<file path="src/rtl/dht_pkg.sv">
`default_nettype none
// ----------------------------------------------------------------------------
// dht_pkg
// Shared types and constants for the DHT22 frame receiver.
// ----------------------------------------------------------------------------
package dht_pkg;

  localparam int MAX_INTERVALS = 85;
  localparam int FRAME_BITS    = 40;

  localparam logic [7:0] BIT_THRESHOLD_RST = 8'd16;
  localparam logic [7:0] TIMEOUT_TICKS_RST = 8'd255;

  // Register index, taken from paddr[2]
  typedef enum logic {
    REG_BIT_THRESHOLD = 1'b0,
    REG_TIMEOUT_TICKS = 1'b1
  } dht_reg_e;

  typedef enum logic [1:0] {
    ST_GOOD  = 2'd0,
    ST_CSUM  = 2'd1,
    ST_SHORT = 2'd2
  } dht_status_e;

  typedef struct packed {
    logic [7:0] bit_threshold;
    logic [7:0] timeout_ticks;
  } dht_cfg_t;

  typedef struct packed {
    logic action;
    logic pin_level;
  } dht_item_t;

  typedef struct packed {
    logic [15:0]        temperature_tenths;
    logic [15:0]        humidity_tenths;
    logic               cache_valid;
    logic               reading_fresh;
    dht_status_e        status;
  } dht_result_t;

endpackage
`default_nettype wire

</file>
<file path="src/rtl/dht_cfg_regs.sv">
`default_nettype none
// ----------------------------------------------------------------------------
// dht_cfg_regs
// APB register file: bit threshold and timeout length.
// ----------------------------------------------------------------------------
module dht_cfg_regs (
  input  wire logic             clk_i,
  input  wire logic             rst_ni,
  input  wire logic             psel,
  input  wire logic             penable,
  input  wire logic             pwrite,
  input  wire logic [2:0]       paddr,
  input  wire logic [31:0]      pwdata,
  output logic      [31:0]      prdata,
  output logic                  pready,
  output dht_pkg::dht_cfg_t     cfg_o
);

  dht_pkg::dht_cfg_t cfg_q, cfg_d;
  dht_pkg::dht_reg_e reg_sel;
  logic              wr_en;

  assign pready  = 1'b1;
  assign reg_sel = dht_pkg::dht_reg_e'(paddr[2]);
  assign wr_en   = psel & penable & pwrite & pready;

  always_comb begin
    cfg_d = cfg_q;
    if (wr_en) begin
      unique case (reg_sel)
        dht_pkg::REG_BIT_THRESHOLD: cfg_d.bit_threshold = pwdata[7:0];
        dht_pkg::REG_TIMEOUT_TICKS: cfg_d.timeout_ticks = pwdata[7:0];
        default: ;
      endcase
    end
  end

  always_comb begin
    unique case (reg_sel)
      dht_pkg::REG_BIT_THRESHOLD: prdata = {24'd0, cfg_q.bit_threshold};
      dht_pkg::REG_TIMEOUT_TICKS: prdata = {24'd0, cfg_q.timeout_ticks};
      default:                    prdata = 32'd0;
    endcase
  end

  always_ff @(posedge clk_i or negedge rst_ni) begin
    if (!rst_ni) begin
      cfg_q.bit_threshold <= dht_pkg::BIT_THRESHOLD_RST;
      cfg_q.timeout_ticks <= dht_pkg::TIMEOUT_TICKS_RST;
    end else begin
      cfg_q <= cfg_d;
    end
  end

  assign cfg_o = cfg_q;

endmodule
`default_nettype wire

</file>
<file path="src/rtl/dht_frame_core.sv">
`default_nettype none
// ----------------------------------------------------------------------------
// dht_frame_core
// Interval timing, bit capture, frame judgement and reading cache.
// ----------------------------------------------------------------------------
module dht_frame_core (
  input  wire logic                clk_i,
  input  wire logic                rst_ni,
  input  wire logic                in_valid_i,
  input  dht_pkg::dht_item_t       item_i,
  input  dht_pkg::dht_cfg_t        cfg_i,
  output logic                     res_valid_o,
  output dht_pkg::dht_result_t     res_o
);

  localparam int FB = dht_pkg::FRAME_BITS;

  logic          capturing_q, capturing_d;
  logic          last_level_q, last_level_d;
  logic [7:0]    ticks_q, ticks_d;
  logic [6:0]    icount_q, icount_d;
  logic [5:0]    bcount_q, bcount_d;
  logic [FB-1:0] frame_q, frame_d;
  logic [15:0]   hum_q, hum_d;
  logic [15:0]   temp_q, temp_d;
  logic          have_q, have_d;

  logic [7:0]    b0, b1, b2, b3, b4, csum;
  logic [14:0]   mag;
  logic          frame_end;
  dht_pkg::dht_status_e status;

  // Byte split of the updated frame
  assign b0   = frame_d[39:32];
  assign b1   = frame_d[31:24];
  assign b2   = frame_d[23:16];
  assign b3   = frame_d[15:8];
  assign b4   = frame_d[7:0];
  assign csum = b0 + b1 + b2 + b3;
  assign mag  = {b2[6:0], b3};

  always_comb begin
    priority if (bcount_d < 6'(FB)) begin
      status = dht_pkg::ST_SHORT;
    end else if (csum != b4) begin
      status = dht_pkg::ST_CSUM;
    end else begin
      status = dht_pkg::ST_GOOD;
    end
  end

  always_comb begin
    capturing_d  = capturing_q;
    last_level_d = last_level_q;
    ticks_d      = ticks_q;
    icount_d     = icount_q;
    bcount_d     = bcount_q;
    frame_d      = frame_q;
    frame_end    = 1'b0;
    if (in_valid_i) begin
      if (item_i.action) begin
        capturing_d  = 1'b1;
        last_level_d = 1'b1;
        ticks_d      = 8'd0;
        icount_d     = 7'd0;
        bcount_d     = 6'd0;
        frame_d      = '0;
      end else if (capturing_q) begin
        if (item_i.pin_level == last_level_q && ticks_q < cfg_i.timeout_ticks) begin
          ticks_d = ticks_q + 8'd1;
        end else begin
          last_level_d = item_i.pin_level;
          ticks_d      = 8'd0;
          // even intervals after the third carry data
          if (icount_q > 7'd2 && !icount_q[0] && bcount_q < 6'(FB)) begin
            frame_d  = {frame_q[FB-2:0], (ticks_q > cfg_i.bit_threshold)};
            bcount_d = bcount_q + 6'd1;
          end
          icount_d = icount_q + 7'd1;
          if (icount_q >= 7'(dht_pkg::MAX_INTERVALS - 1) ||
              ticks_q >= cfg_i.timeout_ticks) begin
            frame_end   = 1'b1;
            capturing_d = 1'b0;
          end
        end
      end
    end
  end

  // Cache update and result build
  always_comb begin
    hum_d  = hum_q;
    temp_d = temp_q;
    have_d = have_q;
    if (frame_end && status == dht_pkg::ST_GOOD) begin
      hum_d  = {b0, b1};
      temp_d = b2[7] ? (16'd0 - {1'b0, mag}) : {1'b0, mag};
      have_d = 1'b1;
    end
  end

  always_comb begin
    res_valid_o              = frame_end;
    res_o.status             = status;
    res_o.reading_fresh      = (status == dht_pkg::ST_GOOD);
    res_o.cache_valid        = have_d;
    res_o.humidity_tenths    = hum_d;
    res_o.temperature_tenths = temp_d;
  end

  always_ff @(posedge clk_i or negedge rst_ni) begin
    if (!rst_ni) begin
      capturing_q  <= 1'b0;
      last_level_q <= 1'b1;
      ticks_q      <= 8'd0;
      icount_q     <= 7'd0;
      bcount_q     <= 6'd0;
      frame_q      <= '0;
      hum_q        <= 16'd0;
      temp_q       <= 16'd0;
      have_q       <= 1'b0;
    end else begin
      capturing_q  <= capturing_d;
      last_level_q <= last_level_d;
      ticks_q      <= ticks_d;
      icount_q     <= icount_d;
      bcount_q     <= bcount_d;
      frame_q      <= frame_d;
      hum_q        <= hum_d;
      temp_q       <= temp_d;
      have_q       <= have_d;
    end
  end

endmodule
`default_nettype wire

</file>
<file path="src/rtl/dht_out_buf.sv">
`default_nettype none
// ----------------------------------------------------------------------------
// dht_out_buf
// Result register with one skid entry behind it.
// ----------------------------------------------------------------------------
module dht_out_buf (
  input  wire logic                clk_i,
  input  wire logic                rst_ni,
  input  wire logic                push_i,
  input  dht_pkg::dht_result_t     push_data_i,
  output logic                     can_push_o,
  output logic                     out_valid_o,
  input  wire logic                out_ready_i,
  output dht_pkg::dht_result_t     out_data_o
);

  logic                 out_valid_q, out_valid_d;
  logic                 skid_valid_q, skid_valid_d;
  dht_pkg::dht_result_t out_q, out_d;
  dht_pkg::dht_result_t skid_q, skid_d;
  logic                 take;

  assign take       = out_valid_q & out_ready_i;
  assign can_push_o = ~skid_valid_q;

  always_comb begin
    out_valid_d  = out_valid_q;
    skid_valid_d = skid_valid_q;
    out_d        = out_q;
    skid_d       = skid_q;
    if (take) begin
      if (skid_valid_q) begin
        out_d        = skid_q;
        skid_valid_d = 1'b0;
      end else if (push_i) begin
        out_d = push_data_i;
      end else begin
        out_valid_d = 1'b0;
      end
    end else if (push_i) begin
      if (!out_valid_q) begin
        out_d       = push_data_i;
        out_valid_d = 1'b1;
      end else begin
        // output stalled: park the request in the skid entry
        skid_d       = push_data_i;
        skid_valid_d = 1'b1;
      end
    end
  end

  always_ff @(posedge clk_i or negedge rst_ni) begin
    if (!rst_ni) begin
      out_valid_q  <= 1'b0;
      skid_valid_q <= 1'b0;
    end else begin
      out_valid_q  <= out_valid_d;
      skid_valid_q <= skid_valid_d;
    end
  end

  always_ff @(posedge clk_i) begin
    out_q  <= out_d;
    skid_q <= skid_d;
  end

  assign out_valid_o = out_valid_q;
  assign out_data_o  = out_q;

endmodule
`default_nettype wire

</file>
<file path="src/rtl/dht22_frame_receiver_unit.sv">
`default_nettype none
// ----------------------------------------------------------------------------
// dht22_frame_receiver_unit
// DHT22 single-wire frame receiver working on sampled pin levels.
// ----------------------------------------------------------------------------
// Output: a result is registered in the result register, or in its skid entry
//   while the output is stalled, when the sample that ends the frame is accepted.
// Throughput: one request per cycle while s_axis_tready is high; state advances
//   at the accepting edge. s_axis_tready drops only when both the result
//   register and its skid entry are full.
// Reset: asynchronous, active low; clears capture state, cache and registers
//   to defaults.
module dht22_frame_receiver_unit (
  input  wire logic        clk_i,
  input  wire logic        rst_ni,
  input  wire logic        s_axis_tvalid,
  output logic             s_axis_tready,
  input  wire logic [7:0]  s_axis_tdata,   // [0] pin_level, [7:1] zero
  input  wire logic [0:0]  s_axis_tuser,   // [0] action
  output logic             m_axis_tvalid,
  input  wire logic        m_axis_tready,
  output logic [31:0]      m_axis_tdata,   // [15:0] humidity_tenths, [31:16] temperature_tenths
  output logic [3:0]       m_axis_tuser,   // [1:0] status, [2] reading_fresh, [3] cache_valid
  input  wire logic        psel,
  input  wire logic        penable,
  input  wire logic        pwrite,
  input  wire logic [2:0]  paddr,
  input  wire logic [31:0] pwdata,
  output logic [31:0]      prdata,
  output logic             pready
);

  dht_pkg::dht_cfg_t    cfg;
  dht_pkg::dht_item_t   item;
  dht_pkg::dht_result_t res, out_res;
  logic                 res_valid;
  logic                 in_accept;

  assign item.action    = s_axis_tuser[0];
  assign item.pin_level = s_axis_tdata[0];
  assign in_accept      = s_axis_tvalid & s_axis_tready;

  dht_cfg_regs u_regs (
    .clk_i   (clk_i),
    .rst_ni  (rst_ni),
    .psel    (psel),
    .penable (penable),
    .pwrite  (pwrite),
    .paddr   (paddr),
    .pwdata  (pwdata),
    .prdata  (prdata),
    .pready  (pready),
    .cfg_o   (cfg)
  );

  dht_frame_core u_core (
    .clk_i       (clk_i),
    .rst_ni      (rst_ni),
    .in_valid_i  (in_accept),
    .item_i      (item),
    .cfg_i       (cfg),
    .res_valid_o (res_valid),
    .res_o       (res)
  );

  dht_out_buf u_obuf (
    .clk_i       (clk_i),
    .rst_ni      (rst_ni),
    .push_i      (res_valid),
    .push_data_i (res),
    .can_push_o  (s_axis_tready),
    .out_valid_o (m_axis_tvalid),
    .out_ready_i (m_axis_tready),
    .out_data_o  (out_res)
  );

  assign m_axis_tdata = {out_res.temperature_tenths, out_res.humidity_tenths};
  assign m_axis_tuser = {out_res.cache_valid, out_res.reading_fresh, out_res.status};

endmodule
`default_nettype wire

</file>
<file path="config.mk">
export PLATFORM = sky130hd
export DESIGN_NAME = dht22_frame_receiver_unit
export DESIGN_NICKNAME = d
export VERILOG_FILES = /design/src/rtl/dht_pkg.sv /design/src/rtl/dht_cfg_regs.sv /design/src/rtl/dht_frame_core.sv /design/src/rtl/dht_out_buf.sv /design/src/rtl/dht22_frame_receiver_unit.sv
export SDC_FILE = /design/constraint.sdc
export NUM_CORES = 1
export LEC_CHECK = 0
export ABC_AREA = 1
export BUFFER_PORTS_ARGS = -buffer_cell sky130_fd_sc_hd__buf_2
export CAP_MARGIN = 10
export CORE_ASPECT_RATIO = 1.5
export CORE_MARGIN = 5
export CORE_UTILIZATION = 35
export DETAILED_ROUTE_END_ITERATION = 8
export SETUP_SLACK_MARGIN = 0.05
export SYNTH_ARGS = -nofsm -noshare
export SYNTH_HDL_FRONTEND = slang
export SYNTH_SLANG_ARGS = --single-unit
</file>
<file path="constraint.sdc">
create_clock -name clk_i -period 8 [get_ports clk_i]
set_input_delay 0.8 -clock clk_i [delete_from_list [all_inputs] [get_ports clk_i]]
set_output_delay 0.8 -clock clk_i [all_outputs]
set_load 0.05 [all_outputs]
</file>
* Word-level counts from Yosys, hierarchy flattened
Cells that the tools add are included.
** Word-level totals
- Output and inout port bits :: 71
- Logic and storage cells :: 116
- Flip-flop bits (word level) :: 186
- Input port bits :: 51
** Operators by class
- Reductions and logical operators :: 19
- Equal/unequal tests :: 6
- $add $sub $neg :: 7
- Bitwise operators :: 7
- $lt $le $gt $ge :: 7
- Multiplexer cells :: 47
** Operators with widths (number)
- $mux 40 :: 5
- $mux 36 :: 5
- $pmux 32 s2 :: 1
- $mux 16 :: 3
- $mux 6 :: 5
- $add 8x8->8 :: 3
- $mux 8 :: 3
- $mux 1 :: 21
- $mux 7 :: 3
- $sub 1x15->16 const A :: 1
- $lt 6x6->1 const B :: 2
- $reduce_and 3->1 :: 4
- $add 8x1->8 const B :: 1
- $ge 8x8->1 :: 1
- $gt 8x8->1 :: 1
- $lt 8x8->1 :: 1
- $ne 2x2->1 const B :: 4
- $ne 8x8->1 :: 1
- $reduce_and 2->1 :: 4
- $reduce_bool 2->1 :: 4
- $add 7x1->7 const B :: 1
- $ge 7x7->1 const B :: 1
- $gt 7x2->1 const B :: 1
- $add 6x1->6 const B :: 1
- other kinds (8) :: 16

* Logic depth before layout (Yosys ltp)
Gate-level depths: netlist of run 1.
- Depth in word-level cells :: 20
- Gate-level depth with buffers :: 39
- Gate-level depth less buffers :: 37

* By module
A second synthesis of run 1 with hierarchy kept.
** Second synthesis, totals
- Cell total of the unflattened synthesis :: 1153
- Area, all modules :: 10122.2 µm²
** Modules (own cells, without submodules)
- dht_frame_core :: seq. area each 2403.6 µm², area each 6236.0 µm², cells an instance 812, times used 1
- dht_out_buf :: seq. area each 2212.1 µm², area each 2917.8 µm², cells an instance 214, times used 1
- dht_cfg_regs :: seq. area each 411.6 µm², area each 960.9 µm², cells an instance 125, times used 1
- dht22_frame_receiver_unit :: seq. area each 0.0 µm², area each 7.5 µm², cells an instance 2, times used 1

* Worst setup path before layout of run 1
OpenSTA, ideal clock, no wires.
- Kind :: reg-to-reg
- From :: reg u_regs.cfg_q (netlist bit u_regs.cfg_o[7])
- To :: reg u_obuf.skid_q[6] (netlist name) (data pin)
- Required time :: 7742 ps
- Path slack :: 2423 ps
- Arrival :: 5319 ps
- Period minus slack after synthesis :: 5577 ps
- Cell stages (with the launch flop) :: 36
- Buffers on the path :: 4
- Cells stage by stage :: dfstp_2 > inv_1 > ha_1 > nand2_1 > a21oi_1 > nor2_4 > nand3_4 > nand2_2 > buf_6 > buf_2 > buf_1 > nor2_1 > inv_1 > a32oi_1 > inv_1 > fa_1 > inv_1 > fa_1 > inv_1 > ha_1 > fa_1 > nand3_1 > nand2_1 > a21oi_1 > o21bai_1 > xor2_1 > inv_1 > nand2_1 > nand2_1 > inv_1 > nand2_1 > nand3_2 > nor2_4 > buf_6 > nand3_1 > and2_1
** RTL lines
- from (decl) :: RTL line dht_cfg_regs.sv:19 : dht_pkg::dht_cfg_t cfg_q, cfg_d;
- from (signal assigned) :: RTL line dht_cfg_regs.sv:51 : cfg_q <= cfg_d;
- to (signal assigned) :: RTL line dht_out_buf.sv:64 : skid_q <= skid_d;
- to (decl) :: RTL line dht_out_buf.sv:20 : dht_pkg::dht_result_t skid_q, skid_d;

==> key figures, run 1 <==
Setup path
  • Crit path kind: flop to flop
  • Critical Path AT: roughly 6.9 ns
  • Crit path required time: 8.20 ns
  • Slowest CP cell: dfstp_2
  • Worst path most repeated cell: nand2_1
  • Critical Path Source Type: flop
  • Crit-path max FO: 33
  • Crit end category: flop
  • Largest stage delay, worst path: between 0.5 and 0.6 ns

Power and ir drop
  • Pwr per Cell Area: between 150 and 200 nW/um^2
  • Sw frac: about a quarter
  • Clock power frac: a little over two fifths
  • Sw Pwr: between 0.5 and 0.6 mW
  • Worst IR Drop VDD: 0.118 mV
  • P_leak: about 5.8 nW
  • Combinational power share: approximately 7.1%
  • Int Pwr: 1.49 mW
  • Reg power frac: 50.2%

Yosys
  • Yosys top cell by area: dfrtp_1
  • Top cell type's share of synthesized area: 25.3%
  • Ys flop type: dfrtp_1
  • Async SR Flop Fraction: between 60% and 70%
  • Area contributors post-synth: dfrtp_1 (25%), edfxtp_1 (21%), nand2_1 (11%)
  • Synth Register Bits: about 190
  • Mean Syn Cell Area: 8.59 sq um
  • Syn Inst Count: 1196
  • Synthesized area: roughly 10000 sq um
  • Number of synthesized flops with an enable pin: 72
  • Seq/Total Area, Yosys: between 40% and 50%
  • Yosys warns: 0
  • Distinct cell type count after synthesis: 50

STA
  • Final Slew Violations: 0
  • Slew HR: approximately 29%
  • RSZ-0062 raised after global routing: false
  • Actual slew at the worst max-slew pin: 1.07 ns
  • Setup violators final: 0
  • Final hold vios: 0
  • Fin crit period: between 6 and 7 ns
  • Setup TNS: 0 ns
  • Crit share post-route: between 80% and 90%
  • Setup Skew: between 0.015 and 0.02 ns
  • FMAX: between 100 and 150 MHz
  • Worst setup margin: approximately 1.3 ns

Clock network
  • Resized Gates After CTS: 0
  • Worst-Skew Late Latency: approximately 0.45 ns
  • Post-CTS Hold Fix Bufs: 0
  • Clock Path Buffers: 2
  • CTS H-tree depth: 4
  • Cts bufs inserted: 17
  • Post-CTS Setup Repair Bufs: 0
  • Clock sink count: between 150 and 200
  • CTS tree: built
  • Worst-path clk slew: approximately 0.07 ns
  • Root Driver: clkbuf_16

Route
  • Post-route ant nets: 0
  • Routed WL per cell: 13.8 um
  • Detailed-route via count: around 7.6k
  • First-pass DRT Iterations: 4
  • Final wirelength: about 23 mm
  • Via/cell ratio: approximately 4.6
  • Post-route DRC: 0
  • Iter 0 DRT Violations: between 300 and 400

Cells and area
  • NumNets Final: approximately 1.3k
  • Synth-to-Final Area Change: 11.3%
  • # diodes: 0
  • Layout cells sized above 1: 12.5%

Floorplan
  • Core ar.: 28900 sq um
  • Rows: between 70 and 80
  • Die width: ~150 um
  • Starting Density: between 30 and 40%
  • Die height: between 200 and 250 um
  • IO Pins: around 120
  • Die area: between 30000 and 40000 sq um

Placement
  • Routability cong.: ~0.8
  • Dpl hpwl: 15.8 mm
  • Dpl ws: ~1.2 ns
  • Port Buffer Count: 63

Global routing
  • Grt total ovfl: 0
  • First-pass GRT wire length: between 30 and 40 mm
  • Vias in the first global route: 7797
  • Largest net degree at the start of global routing: 67
  • Antenna violations before repair: 0
  • Global Route Usage Sum: between 10 and 15%

Status
  • Outcome: finished clean

Worst hold path
  • Worst hold path type: primary input to asynchronous set/reset pin

Flow run
  • Max-cap violations: 0
==> sequential cells by signal (all words and copies together), names as in the netlist <==
| register | flops |
|---|---|
| u_core.bcount_q | 6 |
| u_core.capturing_q | 1 |
| u_obuf.out_data_o | 36 |
| u_obuf.out_valid_o | 1 |
| u_core.have_q | 1 |
| u_core.frame_q | 40 |
| u_regs.cfg_o | 16 |
| u_core.ticks_q | 8 |
| u_core.last_level_q | 1 |
| u_core.icount_q | 7 |
| u_core.hum_q | 16 |
| u_core.temp_q | 16 |
| u_obuf.skid_valid_q | 1 |
| u_obuf.skid_q | 36 |
==> cells in the final DEF, fill, tap and decap left out, types with 10 or more instances in the layout <==
master	n
nand2_1	301
inv_1	185
nand3_1	120
dfrtp_1	104
nor2_1	88
edfxtp_1	72
buf_2	62
o21ai_0	44
and2_1	32
ha_1	28
conb_1	25
a21oi_1	18
clkbuf_16	17
xor2_1	14
fa_1	14
buf_4	11
dfstp_2	10
==> metal layers <==
layer	vias to the layer above	share of wire, %	wire (um)	global-route usage, %
met5	-	0	0	0
met4	0	2.2	499	6.29
met2	110	54	12200	26.8
li1	3869	-	-	-
met1	3633	41	9270	15.9
met3	26	3.4	782	3.02
==> layout make-up <==
cell class              count  area [sq um]
well taps                 390           488
inverters                 191           717
repair buffers             74           413
flip-flops and latches    186          5030
multi-input cells         780          4200
clock buffers              19           443
clock inverters            13           153
fillers                  2961         17500
==> kinds of logic after synthesis <==
| logic type | share of synthesized area [%] |
|---|---|
| compound gates | 6.31 |
| xor+xnor | 1.53 |
| fa+ha+maj | 6.14 |
| buf+inv | 11.2 |
| flops | 48.9 |
| other cells | 0.0731 |
| simple gates | 25.8 |
==> Yosys cell counts, types with 3 or more instances <==
master and number:
a21oi_1 18, inv_1 185, inv_2 4, nand2_2 4, nand3_1 120, and2_1 32, edfxtp_1 72, buf_4 30
nand3_2 8, o21bai_1 4, fa_1 14, o32ai_1 6, a32oi_1 7, nor2_4 4, clkbuf_1 9, xor2_1 14
ha_1 28, nor3_1 9, dfrtp_1 104, nor2_2 6, dfstp_2 10, xnor2_1 4, buf_6 10, nand2_1 301
nand3b_1 5, o21ai_2 3, a31oi_1 3, a21oi_2 3, nor2_1 90, buf_2 12, o21ai_0 44, nand4_1 5
o21bai_2 3
==> path summary, 6_finish.rpt <==
kind | depth (start not counted) | startpoint | slack, ns | to
min reg2reg | 2 | u_regs.cfg_o[9] | 0.49 | u_regs.cfg_o[9]
max reg2reg | 30 | u_regs.cfg_o[7] | 1.32 | u_obuf.out_data_o[27]
max in group asynchronous | 2 | rst_ni | 6.22 | u_core.bcount_q[5]
max | 30 | u_regs.cfg_o[7] | 1.32 | u_obuf.out_data_o[27]
min in group clk_i | 2 | u_regs.cfg_o[9] | 0.49 | u_regs.cfg_o[9]
min | 1 | rst_ni | 0.36 | u_core.icount_q[2]
==> power groups by stage <==
stage	Clock, mW	Sequential [mW]	Combinational, mW
detailed placement	0	1.04	0.148
finish	0.865	1.02	0.145
CTS	0.886	1.02	0.148
floorplan	0	1.03	0.120
global route	0.919	1.02	0.163
global placement	0	1.04	0.145
==> through the flow <==
step                      hold slack [ns]  power [mW]  cell area (sq um)  utilization [%]  instances
after floorplan                     0.444        1.15              10400                -       1219
after global placement              0.467        1.18              10800             37.5       1620
after detailed placement            0.473        1.18              10800             37.5       1620
after CTS                           0.395        2.05              11400             39.5       1652
after global routing                0.424        2.10              11400             39.6       1653
final                               0.362        2.03              11400             39.6       1653
==> worst max-delay path, delay by kind of cell, from the launching register on <==
family,cells,cell delay [ns]
buffers and inverters,3,0.50
adders and majority gates,4,1.64
AOI/OAI and AO/OA,5,1.11
DFF,1,0.55
xor gates and xnor gates,1,0.22
and+or+nand+nor,17,2.36
No activity file was read; power rests on OpenSTA's default activity.
==> run 2: changes to the inputs <==
- clock period: 8 -> 6.12 ns (I/O delays scaled with it)
==> key figures, run 2 (same netlist as run 1, synthesis figures left out) <==
Setup path
  • R2R Setup Slk: between 0.4 and 0.5 ns
  • Largest stage delay, worst path: 0.54 ns
  • Critical Path Source Type: flop
  • Critical Path AT: ~6 ns
  • Crit end category: flop
  • Worst path most repeated cell: inv_1
  • FF-to-FF path depth: 35
  • Worst r2r dst: u_obuf.out_data_o[13]
  • R2R Path Start: u_regs.cfg_o[7]
  • Slowest CP cell: dfstp_2
  • Crit path required time: roughly 6.3 ns
  • Crit path kind: flop to flop
  • Crit-path max FO: 5

Flow run
  • Max-cap violations: 0

Clock network
  • Worst-Skew Late Latency: 0.45 ns
  • CTS H-tree depth: 4
  • Cts bufs inserted: 17
  • CTS tree: built
  • Root Driver: clkbuf_16
  • Worst-path clk slew: 0.07 ns
  • Clock Path Buffers: 2
  • Clock sink count: roughly 190

STA
  • Final Slew Violations: 0
  • Fin crit period: around 5.7 ns
  • Crit share post-route: 93.3%
  • Worst setup margin: a little over 0.4 ns
  • Setup violators final: 0
  • Slew HR: roughly a quarter
  • Setup Skew: approximately 0.019 ns
  • FMAX: approximately 180 MHz
  • Setup TNS: 0 ns
  • Actual slew at the worst max-slew pin: 1.12 ns
  • Hold WS: ~0.33 ns
  • Final hold vios: 0

Global routing
  • First-pass GRT wire length: 38.3 mm
  • Antenna violations before repair: 0
  • Grt total ovfl: 0
  • Largest net degree at the start of global routing: 70
  • Global Route Usage Sum: between 10 and 15%
  • Vias in the first global route: slightly below 8k

Route
  • Post-route DRC: 0
  • Via/cell ratio: 4.62
  • Iter 0 DRT Violations: roughly 410
  • Detailed-route via count: slightly below 8k
  • Final wirelength: between 20 and 25 mm
  • Post-route ant nets: 0
  • First-pass DRT Iterations: 5
  • Routed WL per cell: ~14 um

Cells and area
  • Final std cells w/o fill: 1686
  • # fillers: 2896
  • NumNets Final: around 1.4k
  • Layout cells sized above 1: between 10% and 20%
  • # diodes: 0
  • Synth-to-Final Area Change: 15.0%
  • Most frequent cells in the layout: nand2_1 (298), inv_1 (183), nand3_1 (120)
  • Largest register FFs: 40
  • Commonest non-fill, non-tap cell in the layout: nand2_1
  • Reg with most FFs: u_core.frame_q

Power and ir drop
  • Worst IR Drop VDD: 0.163 mV
  • P_leak: 5.97 nW
  • Pwr per Cell Area: 219 nW/um^2

Placement
  • Port Buffer Count: 63
  • Dpl cells: 1641
  • Routability cong.: 0.844
  • Dpl hpwl: approximately 17 mm
  • Dpl ws: 0.258 ns

Floorplan
  • Core ar.: just under 30000 sq um
  • Die area: ~33000 sq um
  • Starting Density: a little over a third
  • IO Pins: 122
  • Rows: 76
  • Die width: approximately 150 um
  • Die height: about 220 um

Status
  • Outcome: finished clean

Worst hold path
  • Worst hold path type: primary input to asynchronous set/reset pin
==> run 2: per-layer routing <==
metal	vias to the layer above	wire length, um	GRT usage, %
met2	126	12700	27.2
met4	0	585	5.68
met1	3695	9430	16.5
met3	27	688	2.78
li1	3934	-	-
met5	-	0	0
==> run 2: how the worst max path moves through the flow <==
stage / slack (ns) / startpoint / endpoint
after floorplan: 0.54 / u_regs.cfg_o[7] / u_obuf.skid_q[6]
after global placement: 0.29 / u_regs.cfg_o[1] / u_obuf.out_data_o[25]
after detailed placement: 0.26 / u_regs.cfg_o[7] / u_obuf.out_data_o[25]
after CTS: 0.23 / u_regs.cfg_o[7] / u_obuf.out_data_o[25]
after global routing: -0.05 / u_regs.cfg_o[5] / u_obuf.skid_q[7]
final: 0.41 / u_regs.cfg_o[7] / u_obuf.out_data_o[13]
==> run 2: what timing repair did <==
item | 4_1_cts | 5_1_grt
buffers inserted | 0 | 11
hold buffers | 0 | 0
setup endpoints to repair | 0 | 97
gates resized for setup | 0 | 29
==> run 2: area by class of cell <==
| class | instances | area [sq um] | share of cell area [%] |
|---|---|---|---|
| clock buffers | 18 | 429 | 3.63 |
| clock inverters | 14 | 139 | 1.17 |
| inverters | 191 | 717 | 6.06 |
| multi-input cells | 780 | 4300 | 36.4 |
| flip-flops and latches | 186 | 5030 | 42.5 |
| well taps | 390 | 488 | 4.13 |
| repair buffers | 107 | 721 | 6.10 |
==> run 2: critical path: cells and delay by family, from the launching register on <==
| family | cells | cell delay (ns) |
|---|---|---|
| flops | 1 | 0.54 |
| xor+xnor | 1 | 0.18 |
| compound gates | 4 | 0.55 |
| fa+ha+maj | 5 | 1.82 |
| buf+inv | 10 | 0.76 |
| simple gates | 15 | 1.61 |
==> run 2: stage by stage <==
stage | power (mW) | area, sq um | utilization, %
5_1_grt | 2.69 | 11800 | 40.9
3_3_place_gp | 1.55 | 11000 | 38.1
2_1_floorplan | 1.51 | 10400 | -
3_5_place_dp | 1.55 | 11000 | 38.1
6_report | 2.58 | 11800 | 40.9
4_1_cts | 2.61 | 11600 | 40.1
==> run 2: report_power, final <==
| group | switching (mW) | internal (mW) |
|---|---|---|
| Sequential | 0.0140 | 1.31 |
| Combinational | 0.151 | 0.0480 |
| Clock | 0.520 | 0.537 |
| Total | 0.685 | 1.90 |
==> run 3: changes to the inputs <==
- clock period: 6.12 -> 6.35 ns (I/O delays scaled with it)
==> key figures, run 3 (same netlist as run 1, synthesis figures left out) <==
Status
  • Outcome: finished clean

Route
  • Iter 0 DRT Violations: a little over 400
  • Post-route DRC: 0
  • Routed WL per cell: around 14 um
  • Via/cell ratio: roughly 4.6
  • Final wirelength: around 23 mm
  • Post-route ant nets: 0
  • First-pass DRT Iterations: 7
  • Detailed-route via count: 7765

Cells and area
  • Largest register FFs: 40
  • Commonest non-fill, non-tap cell in the layout: nand2_1
  • NumNets Final: around 1.4k
  • Layout cells sized above 1: between 10% and 20%
  • # diodes: 0
  • Reg with most FFs: u_core.frame_q
  • Most frequent cells in the layout: nand2_1 (301), inv_1 (184), nand3_1 (120)
  • Synth-to-Final Area Change: 13.1%

Floorplan
  • IO Pins: about 120
  • Rows: 76
  • Die area: 33000 sq um
  • Starting Density: 35.6%
  • Die width: about 150 um
  • Die height: between 200 and 250 um
  • Core ar.: just under 30000 sq um

STA
  • RSZ-0062 raised after global routing: false
  • Setup Skew: about 0.014 ns
  • FMAX: around 170 MHz
  • Setup TNS: 0 ns
  • Slew HR: about a quarter
  • Crit share post-route: ~92%
  • Setup violators final: 0
  • Fin crit period: between 5 and 6 ns
  • Hold WS: 0.253 ns
  • Final hold vios: 0
  • Final Slew Violations: 0
  • Actual slew at the worst max-slew pin: roughly 1.1 ns

Worst hold path
  • Worst hold path type: primary input to asynchronous set/reset pin

Setup path
  • Critical Path AT: approximately 6 ns
  • Critical Path Source Type: flop
  • R2R Setup Slk: around 0.49 ns
  • Slowest CP cell: dfstp_2
  • Crit end category: flop
  • Crit path kind: flop to flop
  • Crit-path max FO: 23
  • Largest stage delay, worst path: 0.56 ns
  • Worst path most repeated cell: nand2_1
  • Crit path required time: around 6.5 ns
  • Setup crit start: u_regs.cfg_o[1]
  • R2R Path Start: u_regs.cfg_o[1]

Global routing
  • Largest net degree at the start of global routing: 62
  • Global Route Usage Sum: between 10 and 15%
  • Grt total ovfl: 0
  • Antenna violations before repair: 0
  • First-pass GRT wire length: 38.1 mm
  • Vias in the first global route: approximately 8k

Placement
  • Routability cong.: ~0.85
  • Dpl hpwl: roughly 16 mm
  • Port Buffer Count: between 60 and 70

Clock network
  • Worst-path clk slew: ~0.07 ns
  • CTS H-tree depth: 4
  • Clock sink count: between 150 and 200
  • Root Driver: clkbuf_16
  • Post-CTS Hold Fix Bufs: 0
  • CTS tree: built
  • Cts bufs inserted: 17
  • Worst-Skew Late Latency: between 0.4 and 0.5 ns
  • Clock Path Buffers: 2

Power and ir drop
  • Pwr per Cell Area: 217 nW/um^2
  • Worst IR Drop VDD: approximately 0.15 mV
  • P_leak: 5.89 nW

Flow run
  • Max-cap violations: 0
run 3: final timing paths:
check                                   endpoint  cells past startpoint
setup / recovery           u_obuf.out_data_o[25]                     35
hold / removal                u_core.icount_q[4]                      1
min in group clk_i               u_regs.cfg_o[6]                      3
max in group asynchronous       u_core.temp_q[8]                      2
setup reg to reg           u_obuf.out_data_o[25]                     35
hold reg to reg                 u_regs.cfg_o[11]                      2
run 3: cell type report:
cell class | count | area [sq um]
timing repair buffer | 93 | 593
fill | 2926 | 17300
inverter | 191 | 721
clock buffer | 19 | 443
tap | 390 | 488
sequential | 186 | 5030
clock inverter | 13 | 135
multi-input combinational | 780 | 4220
run 3: stage by stage:
step / instances / instance area, sq um / utilization (%) / setup slack (ns) / power, mW
5_1_grt: 1672 / 11600 / 40.2 / 0.0301 / 2.62
2_1_floorplan: 1219 / 10400 / - / 0.773 / 1.45
4_1_cts: 1664 / 11500 / 39.9 / 0.174 / 2.55
3_5_place_dp: 1632 / 11000 / 37.9 / 0.191 / 1.49
6_report: 1672 / 11600 / 40.2 / 0.490 / 2.52
3_3_place_gp: 1632 / 11000 / 37.9 / 0.324 / 1.49
run 3: report_power, final:
group / total [mW] / internal, mW / switching [mW]
registers: 1.28 / 1.27 / 0.0134
clock network: 1.05 / 0.562 / 0.488
logic: 0.188 / 0.0444 / 0.144
run 3: what timing repair did:
action                     4_1_cts  5_1_grt
resized for setup                0        5
hold endpoints to repair         0        0
setup buffers                    0        8
setup endpoints to repair        0       96
run 3: worst max-delay path: cells and delay by family (launching register included):
| kind | cells | cell delay (ns) |
|---|---|---|
| adders and majority gates | 5 | 1.92 |
| and+or+nand+nor | 18 | 1.73 |
| buffers and inverters | 8 | 0.72 |
| DFF | 1 | 0.56 |
| AOI/OAI and AO/OA | 3 | 0.44 |
| xor gates and xnor gates | 1 | 0.22 |
run 3: layer usage:
layer	GRT usage (%)	wire length (um)
met2	26.7	12000
met5	0	0
met3	3.09	871
met4	8.30	1130
met1	15.8	9280
